### src/rtl/core/dmgm_pkg.sv
// dmgm_pkg: shared types, constants and register codes for the ducking music mixer
// used by the stream interfaces, the gain ramp, the top level and the checker
// no dependencies

package dmgm_pkg;

    // sample and gain widths
    localparam int SAMPLE_W = 16;
    localparam int GAIN_W   = 25;
    localparam int STEP_W   = 16;
    localparam int APB_AW   = 5;
    localparam int APB_DW   = 32;

    // unity gain in q1.24
    localparam logic [GAIN_W-1:0] GAIN_ONE = 25'd16777216;

    // register reset values
    localparam logic [GAIN_W-1:0] BASE_GAIN_RST    = 25'd4697620;
    localparam logic [GAIN_W-1:0] DUCK_GAIN_RST    = 25'd1342177;
    localparam logic [STEP_W-1:0] ATTACK_STEP_RST  = 16'd2013;
    localparam logic [STEP_W-1:0] RELEASE_STEP_RST = 16'd503;

    // register index codes (byte address / 4)
    typedef enum logic [2:0] {
        REG_MUSIC_ENABLE = 3'd0,
        REG_BASE_GAIN    = 3'd1,
        REG_DUCK_GAIN    = 3'd2,
        REG_ATTACK_STEP  = 3'd3,
        REG_RELEASE_STEP = 3'd4
    } reg_idx_t;

    // music status codes; the unused code behaves as absent
    typedef enum logic [1:0] {
        ST_PRESENT = 2'd0,
        ST_ABSENT  = 2'd1,
        ST_WAITING = 2'd2
    } music_status_t;

    // configuration seen by the gain ramp
    typedef struct packed {
        logic              music_enable;
        logic [GAIN_W-1:0] base_gain;
        logic [GAIN_W-1:0] duck_gain;
        logic [STEP_W-1:0] attack_step;
        logic [STEP_W-1:0] release_step;
    } cfg_t;

endpackage

### src/rtl/core/dmgm_in_if.sv
// dmgm_in_if: input stream channel, one audio sample word per handshake
// depends on dmgm_pkg for field widths

interface dmgm_in_if;

    logic                                valid;
    logic                                ready;
    logic signed [dmgm_pkg::SAMPLE_W-1:0] mix_sample;
    logic signed [dmgm_pkg::SAMPLE_W-1:0] music_sample;
    logic                                duck;
    logic [1:0]                          music_status;
    logic                                last_in_block;

    modport source (
        output valid, mix_sample, music_sample, duck, music_status, last_in_block,
        input  ready
    );

    modport sink (
        input  valid, mix_sample, music_sample, duck, music_status, last_in_block,
        output ready
    );

endinterface

### src/rtl/core/dmgm_out_if.sv
// dmgm_out_if: result stream channel, one mixed sample word per handshake
// depends on dmgm_pkg for field widths

interface dmgm_out_if;

    logic                                 valid;
    logic                                 ready;
    logic signed [dmgm_pkg::SAMPLE_W-1:0] out_sample;
    logic [dmgm_pkg::GAIN_W-1:0]          gain_now;

    modport source (
        output valid, out_sample, gain_now,
        input  ready
    );

    modport sink (
        input  valid, out_sample, gain_now,
        output ready
    );

endinterface

### src/rtl/core/dmgm_gain_ramp.sv
// dmgm_gain_ramp: music gain state and its per-sample slew toward the target
// depends on dmgm_pkg (cfg_t, music_status_t, gain constants)

module dmgm_gain_ramp (
    input  logic                        clk,
    input  logic                        rst_n,
    input  dmgm_pkg::cfg_t              cfg,
    input  logic                        step,
    input  logic                        duck,
    input  logic [1:0]                  music_status,
    output logic [dmgm_pkg::GAIN_W-1:0] gain_next
);

    logic [dmgm_pkg::GAIN_W-1:0] gain_reg;
    logic [dmgm_pkg::GAIN_W-1:0] sel_gain;
    logic [dmgm_pkg::GAIN_W-1:0] target;
    logic [dmgm_pkg::GAIN_W:0]   up_sum;
    logic [dmgm_pkg::GAIN_W-1:0] up_gain;
    logic [dmgm_pkg::GAIN_W-1:0] down_diff;
    logic [dmgm_pkg::GAIN_W-1:0] release_ext;
    logic [dmgm_pkg::GAIN_W-1:0] down_gain;
    logic [dmgm_pkg::GAIN_W-1:0] ramp_gain;

    // target: zero when disabled, else duck or base gain clamped to unity
    always_comb
    begin
        sel_gain = duck ? cfg.duck_gain : cfg.base_gain;
        if (!cfg.music_enable)
        begin
            target = '0;
        end
        else if (sel_gain > dmgm_pkg::GAIN_ONE)
        begin
            target = dmgm_pkg::GAIN_ONE;
        end
        else
        begin
            target = sel_gain;
        end
    end

    // rising: add attack step, stop at target
    assign up_sum  = {1'b0, gain_reg} + (dmgm_pkg::GAIN_W+1)'(cfg.attack_step);
    assign up_gain = (up_sum > {1'b0, target}) ? target : up_sum[dmgm_pkg::GAIN_W-1:0];

    // falling: subtract release step, stop at target
    assign down_diff   = gain_reg - target;
    assign release_ext = dmgm_pkg::GAIN_W'(cfg.release_step);
    assign down_gain   = (down_diff > release_ext) ? (gain_reg - release_ext) : target;

    always_comb
    begin
        if (gain_reg < target)
        begin
            ramp_gain = up_gain;
        end
        else if (gain_reg > target)
        begin
            ramp_gain = down_gain;
        end
        else
        begin
            ramp_gain = gain_reg;
        end
    end

    // status selects ramp, hold or clear
    always_comb
    begin
        case (music_status)
            dmgm_pkg::ST_PRESENT: gain_next = ramp_gain;
            dmgm_pkg::ST_WAITING: gain_next = gain_reg;
            default:              gain_next = '0;
        endcase
    end

    // gain state
    always_ff @(posedge clk or negedge rst_n)
    begin
        if (!rst_n)
        begin
            gain_reg <= '0;
        end
        else if (step)
        begin
            gain_reg <= gain_next;
        end
    end

endmodule

### src/rtl/core/ducking_music_gain_mixer.sv
// the input reg loads at acceptance, then the word passes the gain ramp reg, the product
// reg and the output reg; throughput: one word per cycle while the output is not stalled,
// the gain ramp add-compare loop closes through its gain register
// each stage holds its word while the next is full and stalled, so input stays open while a
// result waits until all four stages hold words; reset (rst_n, async low) clears the
// gain to zero, empties the pipeline and loads the register defaults
// depends on dmgm_pkg, dmgm_in_if, dmgm_out_if, dmgm_gain_ramp

module ducking_music_gain_mixer (
    input  logic                        clk,
    input  logic                        rst_n,
    input  logic                        psel,
    input  logic                        penable,
    input  logic                        pwrite,
    input  logic [dmgm_pkg::APB_AW-1:0] paddr,
    input  logic [dmgm_pkg::APB_DW-1:0] pwdata,
    output logic [dmgm_pkg::APB_DW-1:0] prdata,
    output logic                        pready,
    dmgm_in_if.sink                     in_ch,
    dmgm_out_if.source                  out_ch
);

    // configuration registers
    logic                                   music_enable_reg;
    logic [dmgm_pkg::GAIN_W-1:0]            base_gain_reg;
    logic [dmgm_pkg::GAIN_W-1:0]            duck_gain_reg;
    logic [dmgm_pkg::STEP_W-1:0]            attack_step_reg;
    logic [dmgm_pkg::STEP_W-1:0]            release_step_reg;
    logic                                   cfg_wr;
    dmgm_pkg::reg_idx_t                     reg_idx;
    dmgm_pkg::cfg_t                         cfg;

    // stage 1: input register
    logic                                   s1_valid_reg;
    logic signed [dmgm_pkg::SAMPLE_W-1:0]   s1_mix_reg;
    logic signed [dmgm_pkg::SAMPLE_W-1:0]   s1_music_reg;
    logic                                   s1_duck_reg;
    logic [1:0]                             s1_status_reg;

    // stage 2: gain after ramp, music magnitude
    logic                                   s2_valid_reg;
    logic signed [dmgm_pkg::SAMPLE_W-1:0]   s2_mix_reg;
    logic [dmgm_pkg::SAMPLE_W:0]            s2_mag_reg;
    logic                                   s2_neg_reg;
    logic [dmgm_pkg::GAIN_W-1:0]            s2_gain_reg;
    logic                                   s2_active_reg;

    // stage 3: product
    logic                                   s3_valid_reg;
    logic signed [dmgm_pkg::SAMPLE_W-1:0]   s3_mix_reg;
    logic [dmgm_pkg::SAMPLE_W+dmgm_pkg::GAIN_W:0] s3_prod_reg;
    logic                                   s3_neg_reg;
    logic [dmgm_pkg::GAIN_W-1:0]            s3_gain_reg;
    logic                                   s3_active_reg;

    // output register
    logic                                   out_valid_reg;
    logic signed [dmgm_pkg::SAMPLE_W-1:0]   out_sample_reg;
    logic [dmgm_pkg::GAIN_W-1:0]            out_gain_reg;

    logic                                   out_free;
    logic                                   s3_free;
    logic                                   s2_free;
    logic                                   s1_free;
    logic                                   s1_step;
    logic [dmgm_pkg::GAIN_W-1:0]            gain_next;
    logic [dmgm_pkg::SAMPLE_W:0]            music_mag;
    logic [dmgm_pkg::SAMPLE_W+dmgm_pkg::GAIN_W:0] prod_rnd;
    logic [dmgm_pkg::SAMPLE_W+1:0]          scaled_mag;
    logic signed [dmgm_pkg::SAMPLE_W+2:0]   scaled;
    logic signed [dmgm_pkg::SAMPLE_W+2:0]   sum_wide;
    logic signed [dmgm_pkg::SAMPLE_W-1:0]   sum_sat;
    logic signed [dmgm_pkg::SAMPLE_W-1:0]   out_sample_next;

    // apb write decode
    assign pready  = 1'b1;
    assign cfg_wr  = psel && penable && pwrite;
    assign reg_idx = dmgm_pkg::reg_idx_t'(paddr[4:2]);

    always_ff @(posedge clk or negedge rst_n)
    begin
        if (!rst_n)
        begin
            music_enable_reg <= 1'b0;
            base_gain_reg    <= dmgm_pkg::BASE_GAIN_RST;
            duck_gain_reg    <= dmgm_pkg::DUCK_GAIN_RST;
            attack_step_reg  <= dmgm_pkg::ATTACK_STEP_RST;
            release_step_reg <= dmgm_pkg::RELEASE_STEP_RST;
        end
        else if (cfg_wr)
        begin
            unique case (reg_idx)
                dmgm_pkg::REG_MUSIC_ENABLE: music_enable_reg <= pwdata[0];
                dmgm_pkg::REG_BASE_GAIN:    base_gain_reg    <= pwdata[dmgm_pkg::GAIN_W-1:0];
                dmgm_pkg::REG_DUCK_GAIN:    duck_gain_reg    <= pwdata[dmgm_pkg::GAIN_W-1:0];
                dmgm_pkg::REG_ATTACK_STEP:  attack_step_reg  <= pwdata[dmgm_pkg::STEP_W-1:0];
                dmgm_pkg::REG_RELEASE_STEP: release_step_reg <= pwdata[dmgm_pkg::STEP_W-1:0];
                default:                    ;
            endcase
        end
    end

    // apb read mux
    always_comb
    begin
        unique case (reg_idx)
            dmgm_pkg::REG_MUSIC_ENABLE: prdata = dmgm_pkg::APB_DW'(music_enable_reg);
            dmgm_pkg::REG_BASE_GAIN:    prdata = dmgm_pkg::APB_DW'(base_gain_reg);
            dmgm_pkg::REG_DUCK_GAIN:    prdata = dmgm_pkg::APB_DW'(duck_gain_reg);
            dmgm_pkg::REG_ATTACK_STEP:  prdata = dmgm_pkg::APB_DW'(attack_step_reg);
            dmgm_pkg::REG_RELEASE_STEP: prdata = dmgm_pkg::APB_DW'(release_step_reg);
            default:                    prdata = '0;
        endcase
    end

    assign cfg.music_enable = music_enable_reg;
    assign cfg.base_gain    = base_gain_reg;
    assign cfg.duck_gain    = duck_gain_reg;
    assign cfg.attack_step  = attack_step_reg;
    assign cfg.release_step = release_step_reg;

    // per-stage flow control: a stage loads when empty or when it drains
    assign out_free    = !out_valid_reg || out_ch.ready;
    assign s3_free     = !s3_valid_reg || out_free;
    assign s2_free     = !s2_valid_reg || s3_free;
    assign s1_free     = !s1_valid_reg || s2_free;
    assign in_ch.ready = s1_free;
    assign s1_step     = s1_valid_reg && s2_free;

    // stage 1 load
    always_ff @(posedge clk or negedge rst_n)
    begin
        if (!rst_n)
        begin
            s1_valid_reg <= 1'b0;
        end
        else if (s1_free)
        begin
            s1_valid_reg <= in_ch.valid;
        end
    end

    always_ff @(posedge clk)
    begin
        if (s1_free && in_ch.valid)
        begin
            s1_mix_reg    <= in_ch.mix_sample;
            s1_music_reg  <= in_ch.music_sample;
            s1_duck_reg   <= in_ch.duck;
            s1_status_reg <= in_ch.music_status;
        end
    end

    // gain ramp, advances once per word leaving stage 1
    dmgm_gain_ramp u_gain_ramp (
        .clk          (clk),
        .rst_n        (rst_n),
        .cfg          (cfg),
        .step         (s1_step),
        .duck         (s1_duck_reg),
        .music_status (s1_status_reg),
        .gain_next    (gain_next)
    );

    // music magnitude
    assign music_mag = s1_music_reg[dmgm_pkg::SAMPLE_W-1]
                     ? (~{1'b1, s1_music_reg} + 1'b1)
                     : {1'b0, s1_music_reg};

    // stage 2 load
    always_ff @(posedge clk or negedge rst_n)
    begin
        if (!rst_n)
        begin
            s2_valid_reg <= 1'b0;
        end
        else if (s2_free)
        begin
            s2_valid_reg <= s1_valid_reg;
        end
    end

    always_ff @(posedge clk)
    begin
        if (s1_step)
        begin
            s2_mix_reg    <= s1_mix_reg;
            s2_mag_reg    <= music_mag;
            s2_neg_reg    <= s1_music_reg[dmgm_pkg::SAMPLE_W-1];
            s2_gain_reg   <= gain_next;
            s2_active_reg <= (s1_status_reg == dmgm_pkg::ST_PRESENT) && (gain_next != '0);
        end
    end

    // stage 3: magnitude times gain
    always_ff @(posedge clk or negedge rst_n)
    begin
        if (!rst_n)
        begin
            s3_valid_reg <= 1'b0;
        end
        else if (s3_free)
        begin
            s3_valid_reg <= s2_valid_reg;
        end
    end

    always_ff @(posedge clk)
    begin
        if (s3_free && s2_valid_reg)
        begin
            s3_mix_reg    <= s2_mix_reg;
            s3_prod_reg   <= (dmgm_pkg::SAMPLE_W+dmgm_pkg::GAIN_W+1)'(s2_mag_reg)
                           * (dmgm_pkg::SAMPLE_W+dmgm_pkg::GAIN_W+1)'(s2_gain_reg);
            s3_neg_reg    <= s2_neg_reg;
            s3_gain_reg   <= s2_gain_reg;
            s3_active_reg <= s2_active_reg;
        end
    end

    // round half away from zero, restore sign, add and saturate
    assign prod_rnd   = s3_prod_reg + (dmgm_pkg::SAMPLE_W+dmgm_pkg::GAIN_W+1)'(1 << 23);
    assign scaled_mag = prod_rnd[dmgm_pkg::SAMPLE_W+25:24];
    assign scaled     = s3_neg_reg ? -$signed({1'b0, scaled_mag}) : $signed({1'b0, scaled_mag});
    assign sum_wide   = (dmgm_pkg::SAMPLE_W+3)'(s3_mix_reg) + scaled;

    always_comb
    begin
        if (sum_wide > (dmgm_pkg::SAMPLE_W+3)'(32767))
        begin
            sum_sat = 16'sh7FFF;
        end
        else if (sum_wide < -(dmgm_pkg::SAMPLE_W+3)'(32768))
        begin
            sum_sat = 16'sh8000;
        end
        else
        begin
            sum_sat = sum_wide[dmgm_pkg::SAMPLE_W-1:0];
        end
    end

    assign out_sample_next = s3_active_reg ? sum_sat : s3_mix_reg;

    // output register
    always_ff @(posedge clk or negedge rst_n)
    begin
        if (!rst_n)
        begin
            out_valid_reg <= 1'b0;
        end
        else if (out_free)
        begin
            out_valid_reg <= s3_valid_reg;
        end
    end

    always_ff @(posedge clk)
    begin
        if (out_free && s3_valid_reg)
        begin
            out_sample_reg <= out_sample_next;
            out_gain_reg   <= s3_gain_reg;
        end
    end

    assign out_ch.valid      = out_valid_reg;
    assign out_ch.out_sample = out_sample_reg;
    assign out_ch.gain_now   = out_gain_reg;

endmodule

### src/flat_wrapper.sv
// flat-port wrapper written by rule: the top's interface ports become plain ports
module ducking_music_gain_mixer_flat 
  (clk, rst_n, psel, penable, pwrite, paddr, pwdata, prdata, pready, in_ch_valid, in_ch_mix_sample, in_ch_music_sample, in_ch_duck, in_ch_music_status, in_ch_last_in_block, in_ch_ready, out_ch_valid, out_ch_out_sample, out_ch_gain_now, out_ch_ready);
  dmgm_in_if in_ch_i ();
  dmgm_out_if out_ch_i ();
  input  logic clk;
  input  logic rst_n;
  input  logic psel;
  input  logic penable;
  input  logic pwrite;
  input  logic [dmgm_pkg::APB_AW-1:0] paddr;
  input  logic [dmgm_pkg::APB_DW-1:0] pwdata;
  output logic [dmgm_pkg::APB_DW-1:0] prdata;
  output logic pready;
  input wire logic [$bits(in_ch_i.valid)-1:0] in_ch_valid;
  input wire logic [$bits(in_ch_i.mix_sample)-1:0] in_ch_mix_sample;
  input wire logic [$bits(in_ch_i.music_sample)-1:0] in_ch_music_sample;
  input wire logic [$bits(in_ch_i.duck)-1:0] in_ch_duck;
  input wire logic [$bits(in_ch_i.music_status)-1:0] in_ch_music_status;
  input wire logic [$bits(in_ch_i.last_in_block)-1:0] in_ch_last_in_block;
  output wire logic [$bits(in_ch_i.ready)-1:0] in_ch_ready;
  output wire logic [$bits(out_ch_i.valid)-1:0] out_ch_valid;
  output wire logic [$bits(out_ch_i.out_sample)-1:0] out_ch_out_sample;
  output wire logic [$bits(out_ch_i.gain_now)-1:0] out_ch_gain_now;
  input wire logic [$bits(out_ch_i.ready)-1:0] out_ch_ready;
  assign in_ch_i.valid = in_ch_valid;
  assign in_ch_i.mix_sample = in_ch_mix_sample;
  assign in_ch_i.music_sample = in_ch_music_sample;
  assign in_ch_i.duck = in_ch_duck;
  assign in_ch_i.music_status = in_ch_music_status;
  assign in_ch_i.last_in_block = in_ch_last_in_block;
  assign in_ch_ready = in_ch_i.ready;
  assign out_ch_valid = out_ch_i.valid;
  assign out_ch_out_sample = out_ch_i.out_sample;
  assign out_ch_gain_now = out_ch_i.gain_now;
  assign out_ch_i.ready = out_ch_ready;
  ducking_music_gain_mixer u_core (.clk(clk), .rst_n(rst_n), .psel(psel), .penable(penable), .pwrite(pwrite), .paddr(paddr), .pwdata(pwdata), .prdata(prdata), .pready(pready), .in_ch(in_ch_i), .out_ch(out_ch_i));
endmodule
### config.mk
export PLATFORM = sky130hd
export DESIGN_NAME = ducking_music_gain_mixer_flat
export DESIGN_NICKNAME = d
export VERILOG_FILES = /design/src/rtl/core/dmgm_pkg.sv /design/src/rtl/core/dmgm_in_if.sv /design/src/rtl/core/dmgm_out_if.sv /design/src/rtl/core/dmgm_gain_ramp.sv /design/src/rtl/core/ducking_music_gain_mixer.sv /design/src/flat_wrapper.sv
export SDC_FILE = /design/constraint.sdc
export NUM_CORES = 2
export LEC_CHECK = 0
export ABC_AREA = 1
export BUFFER_PORTS_ARGS = -buffer_cell sky130_fd_sc_hd__buf_2
export CAP_MARGIN = 15
export CORE_ASPECT_RATIO = 0.7
export CORE_MARGIN = 5
export CORE_UTILIZATION = 58
export DETAILED_ROUTE_END_ITERATION = 8
export PLACE_DENSITY = 0.79
export SLEW_MARGIN = 20
export SYNTH_ARGS = -nofsm -noshare
export SYNTH_HDL_FRONTEND = slang
export SYNTH_HIERARCHICAL = 1
export SYNTH_SLANG_ARGS = --single-unit
### constraint.sdc
create_clock -name clk -period 5.88 [get_ports clk]
set_clock_uncertainty 0.2 [all_clocks]
set_input_delay 0.294 -clock clk [delete_from_list [all_inputs] [get_ports clk]]
set_output_delay 0.294 -clock clk [all_outputs]
set_load 0.005 [all_outputs]
==> impl_metrics.tcl <==
set metrics [dict create \
    slew_viol_final 0 \
    antenna_left 0 \
    violations "design-rule violations, negative setup slack" \
    hold_viol 0 \
    required_ns 6.04 \
    port_buffers 137 \
    path_clk_slew_ns 0.06 \
    grt_max_degree 65 \
    critPathMostFrequentCell "inv_1" \
    maxSlewHeadroom_pct 28.1 \
    synth_area_leaders "fa_1 (20%), edfxtp_1 (17%), nand2_1 (14%)" \
    area_growth_pct 26.4 \
    drcViolationCount 2 \
    cts_tree "done" \
    clockBufferDepth 3 \
    antenna_found_initial 3 \
    yosysWarnings 6 \
    vias 32600 \
    yosys.area.top_type "fa_1" \
    grt_pass1_vias 30200 \
    wl_per_cell_um 20.7 \
    critPathLaunchType "flip-flop" \
    ys_seq_area_share_pct 25.9 \
    synthTopCellsByCount "nand2_1 (1302), inv_1 (899), fa_1 (346)" \
    synth-seq-cells 310 \
    fmax_mhz 160 \
    drt-total-wl_um 119000 \
    async_flop_share_pct 36.1 \
    use_met1_pct 53.0 \
    fin_crit_ns 6.23 \
    place_ws_ns -0.457 \
    status "finished, violations left" \
    clkSinkCount 310 \
    ios 156 \
    hpwl_um 87400 \
    row_count 74 \
    final_nets 5607 \
    syn_area_per_cell_um2 7.78 \
    viasPerCell 5.69 \
    max_stage_delay_ns 0.56 \
    syn_inst 4370 \
    regArea_mm2 0.00880 \
    netlist_area_mm2 0.0340 \
    setup_ws_ns -0.352 \
    grt_util_met2_pct 49.1 \
    root_buffer "clkbuf_16" \
    synth-edff-count 198 \
    rsz0062_at_grt "yes" \
    core_area_mm2 0.0581 \
    crit_path_end_kind "flip-flop" \
    cts_buffers 30 \
    drt_iter0_drc 4432 \
    synth_top_cell_area_share_pct 20.4 \
    cp.arrival_ns 6.39 \
    chipWidth_um 299 \
    reg2reg_slack_ns -0.35 \
    drt_first_pass_iters 9 \
    timing.critical_path.slowest_stage_cell "fa_2" \
    die_area_mm2 0.0636 \
    grt-ovfl-total 0 \
    grt_pass1_wl_um 172000 \
    final_layout_size_suffix_gt1_share_pct 23.7 \
    htree_levels 1 \
    start_util_pct 58.5 \
    synthDistinctLibCells 55 \
    min_period_over_period_pct 106 \
    synth.most_common_cell "nand2_1" \
    worstHoldPathType "input pin to async pin" \
    die_y_um 213 \
    top_usage_layer "met1" \
    critPathKind "flip-flop to flip-flop" \
    multiInputGateArea_mm2 0.0229 \
    fill_cells 4041 \
    gp_congestion 1.02 \
    grt.met3_usage_pct 9.28 \
    grtUsageTotal_pct 34.4 \
    cap_violations 0 \
    worst_pin_slew_ns 1.08 \
    clock_latency_ns 0.61 \
    synth_ff_type "edfxtp_1" \
    finalSetupViolations 19 \
    critPathMaxFanout 9 \
]
[per-layer routing]
| layer | up-vias | wire, um |
|---|---|---|
| li1 | 14500 | - |
| met3 | 384 | 17200 |
| met2 | 2323 | 49300 |
| met4 | 0 | 4130 |
| met5 | - | 0 |
| met1 | 15400 | 48300 |
[layout make-up]
| type | instances | share of cell area, % |
|---|---|---|
| Clock inverter | 10 | 0.277 |
| Multi-Input combinational cell | 2982 | 53.3 |
| Sequential cell | 310 | 20.5 |
| Clock buffer | 46 | 2.06 |
| Inverter | 911 | 8.01 |
| Antenna cell | 4 | 0.0233 |
| Tap cell | 760 | 2.21 |
| Timing Repair Buffer | 711 | 13.6 |
[kinds of logic (layout without fill, tap and decap cells)]
| group | count (synthesis) | count (layout) | share of synthesized area (%) |
|---|---|---|---|
| flops | 310 | 310 | 25.9 |
| mux | 8 | 8 | 0.236 |
| xor+xnor | 124 | 124 | 3.20 |
| compound gates | 398 | 398 | 6.35 |
| buf+inv | 1085 | 1678 | 12.3 |
| fa+ha+maj | 581 | 581 | 29.0 |
| simple gates | 1862 | 1862 | 22.9 |
| other cells | 2 | 13 | 0.0221 |
[layout by cell type (no fill, tap or decap), types with 29 or more instances in the layout]
master,count
a21oi_1,122
a21oi_2,29
buf_12,33
buf_2,136
buf_4,422
buf_6,45
clkbuf_16,35
dfrtp_1,73
dfstp_2,39
dlygate4sd3_1,66
edfxtp_1,198
fa_1,322
ha_1,191
ha_4,44
inv_1,829
inv_2,72
nand2_1,1220
nand2_2,91
nand3_1,142
nand4_1,60
nor2_1,153
o21ai_0,151
xnor2_1,39
xor2_1,77
[worst max-delay path, delay by kind of cell, from the launching register on]
| kind | cells | cell delay [ns] |
|---|---|---|
| adder cells (fa/ha/maj) | 7 | 3.25 |
| buffers and inverters | 9 | 0.81 |
| AO/OA/AOI/OAI | 4 | 0.69 |
| AND/OR/NAND/NOR | 5 | 0.53 |
| flip-flops | 1 | 0.37 |
| XOR/XNOR | 1 | 0.14 |
[per-stage QoR]
step / cell area (um^2) / std cells / TNS (ns) / hold slack, ns / util, %
final: 43000 / 5734 / -3.00 / 0.142 / 73.9
after global routing: 43000 / 5731 / -6.19 / 0.193 / 73.9
after CTS: 40700 / 5664 / -0.00719 / 0.179 / 70.1
after detailed placement: 38300 / 5526 / -5.81 / 0.205 / 66.0
after global placement: 38300 / 5526 / -3.70 / 0.201 / 66.0
after floorplan: 34000 / 4377 / -0.0298 / -0.202 / -
[final timing paths]
| check | from | endpoint | cells after the start |
|---|---|---|---|
| max in group asynchronous | rst_n | u_core/s2_valid_reg$_DFFE_PN0P_ | 3 |
| min in group clk | in_ch_mix_sample[13] | u_core/s1_mix_reg[13]$_DFFE_PP_ | 2 |
| worst max-delay path | u_core/s2_mag_reg[13]$_DFFE_PP_ | u_core/s3_prod_reg[39]$_DFFE_PP_ | 26 |
| worst min-delay path | rst_n | u_core/release_step_reg[12]$_DFFE_PN0P_ | 2 |
| worst min register to register | u_core/s3_gain_reg[7]$_DFFE_PP_ | u_core/out_ch.gain_now[7]$_DFFE_PP_ | 0 |
| worst max register to register | u_core/s2_mag_reg[13]$_DFFE_PP_ | u_core/s3_prod_reg[39]$_DFFE_PP_ | 26 |
[repair_timing]
action / 4_1_cts / 5_1_grt
endpoints found under the setup margin: 19 / 58
hold buffers: 66 / 0
resized for setup: 123 / 406
gates cloned: 1 / 4
pin swaps: 26 / 185
hold endpoints to repair: 165 / 0
setup buffers: 15 / 64
Power is not shown: default switching activity piles up to over one toggle a cycle in this logic, so the estimate is an artifact.
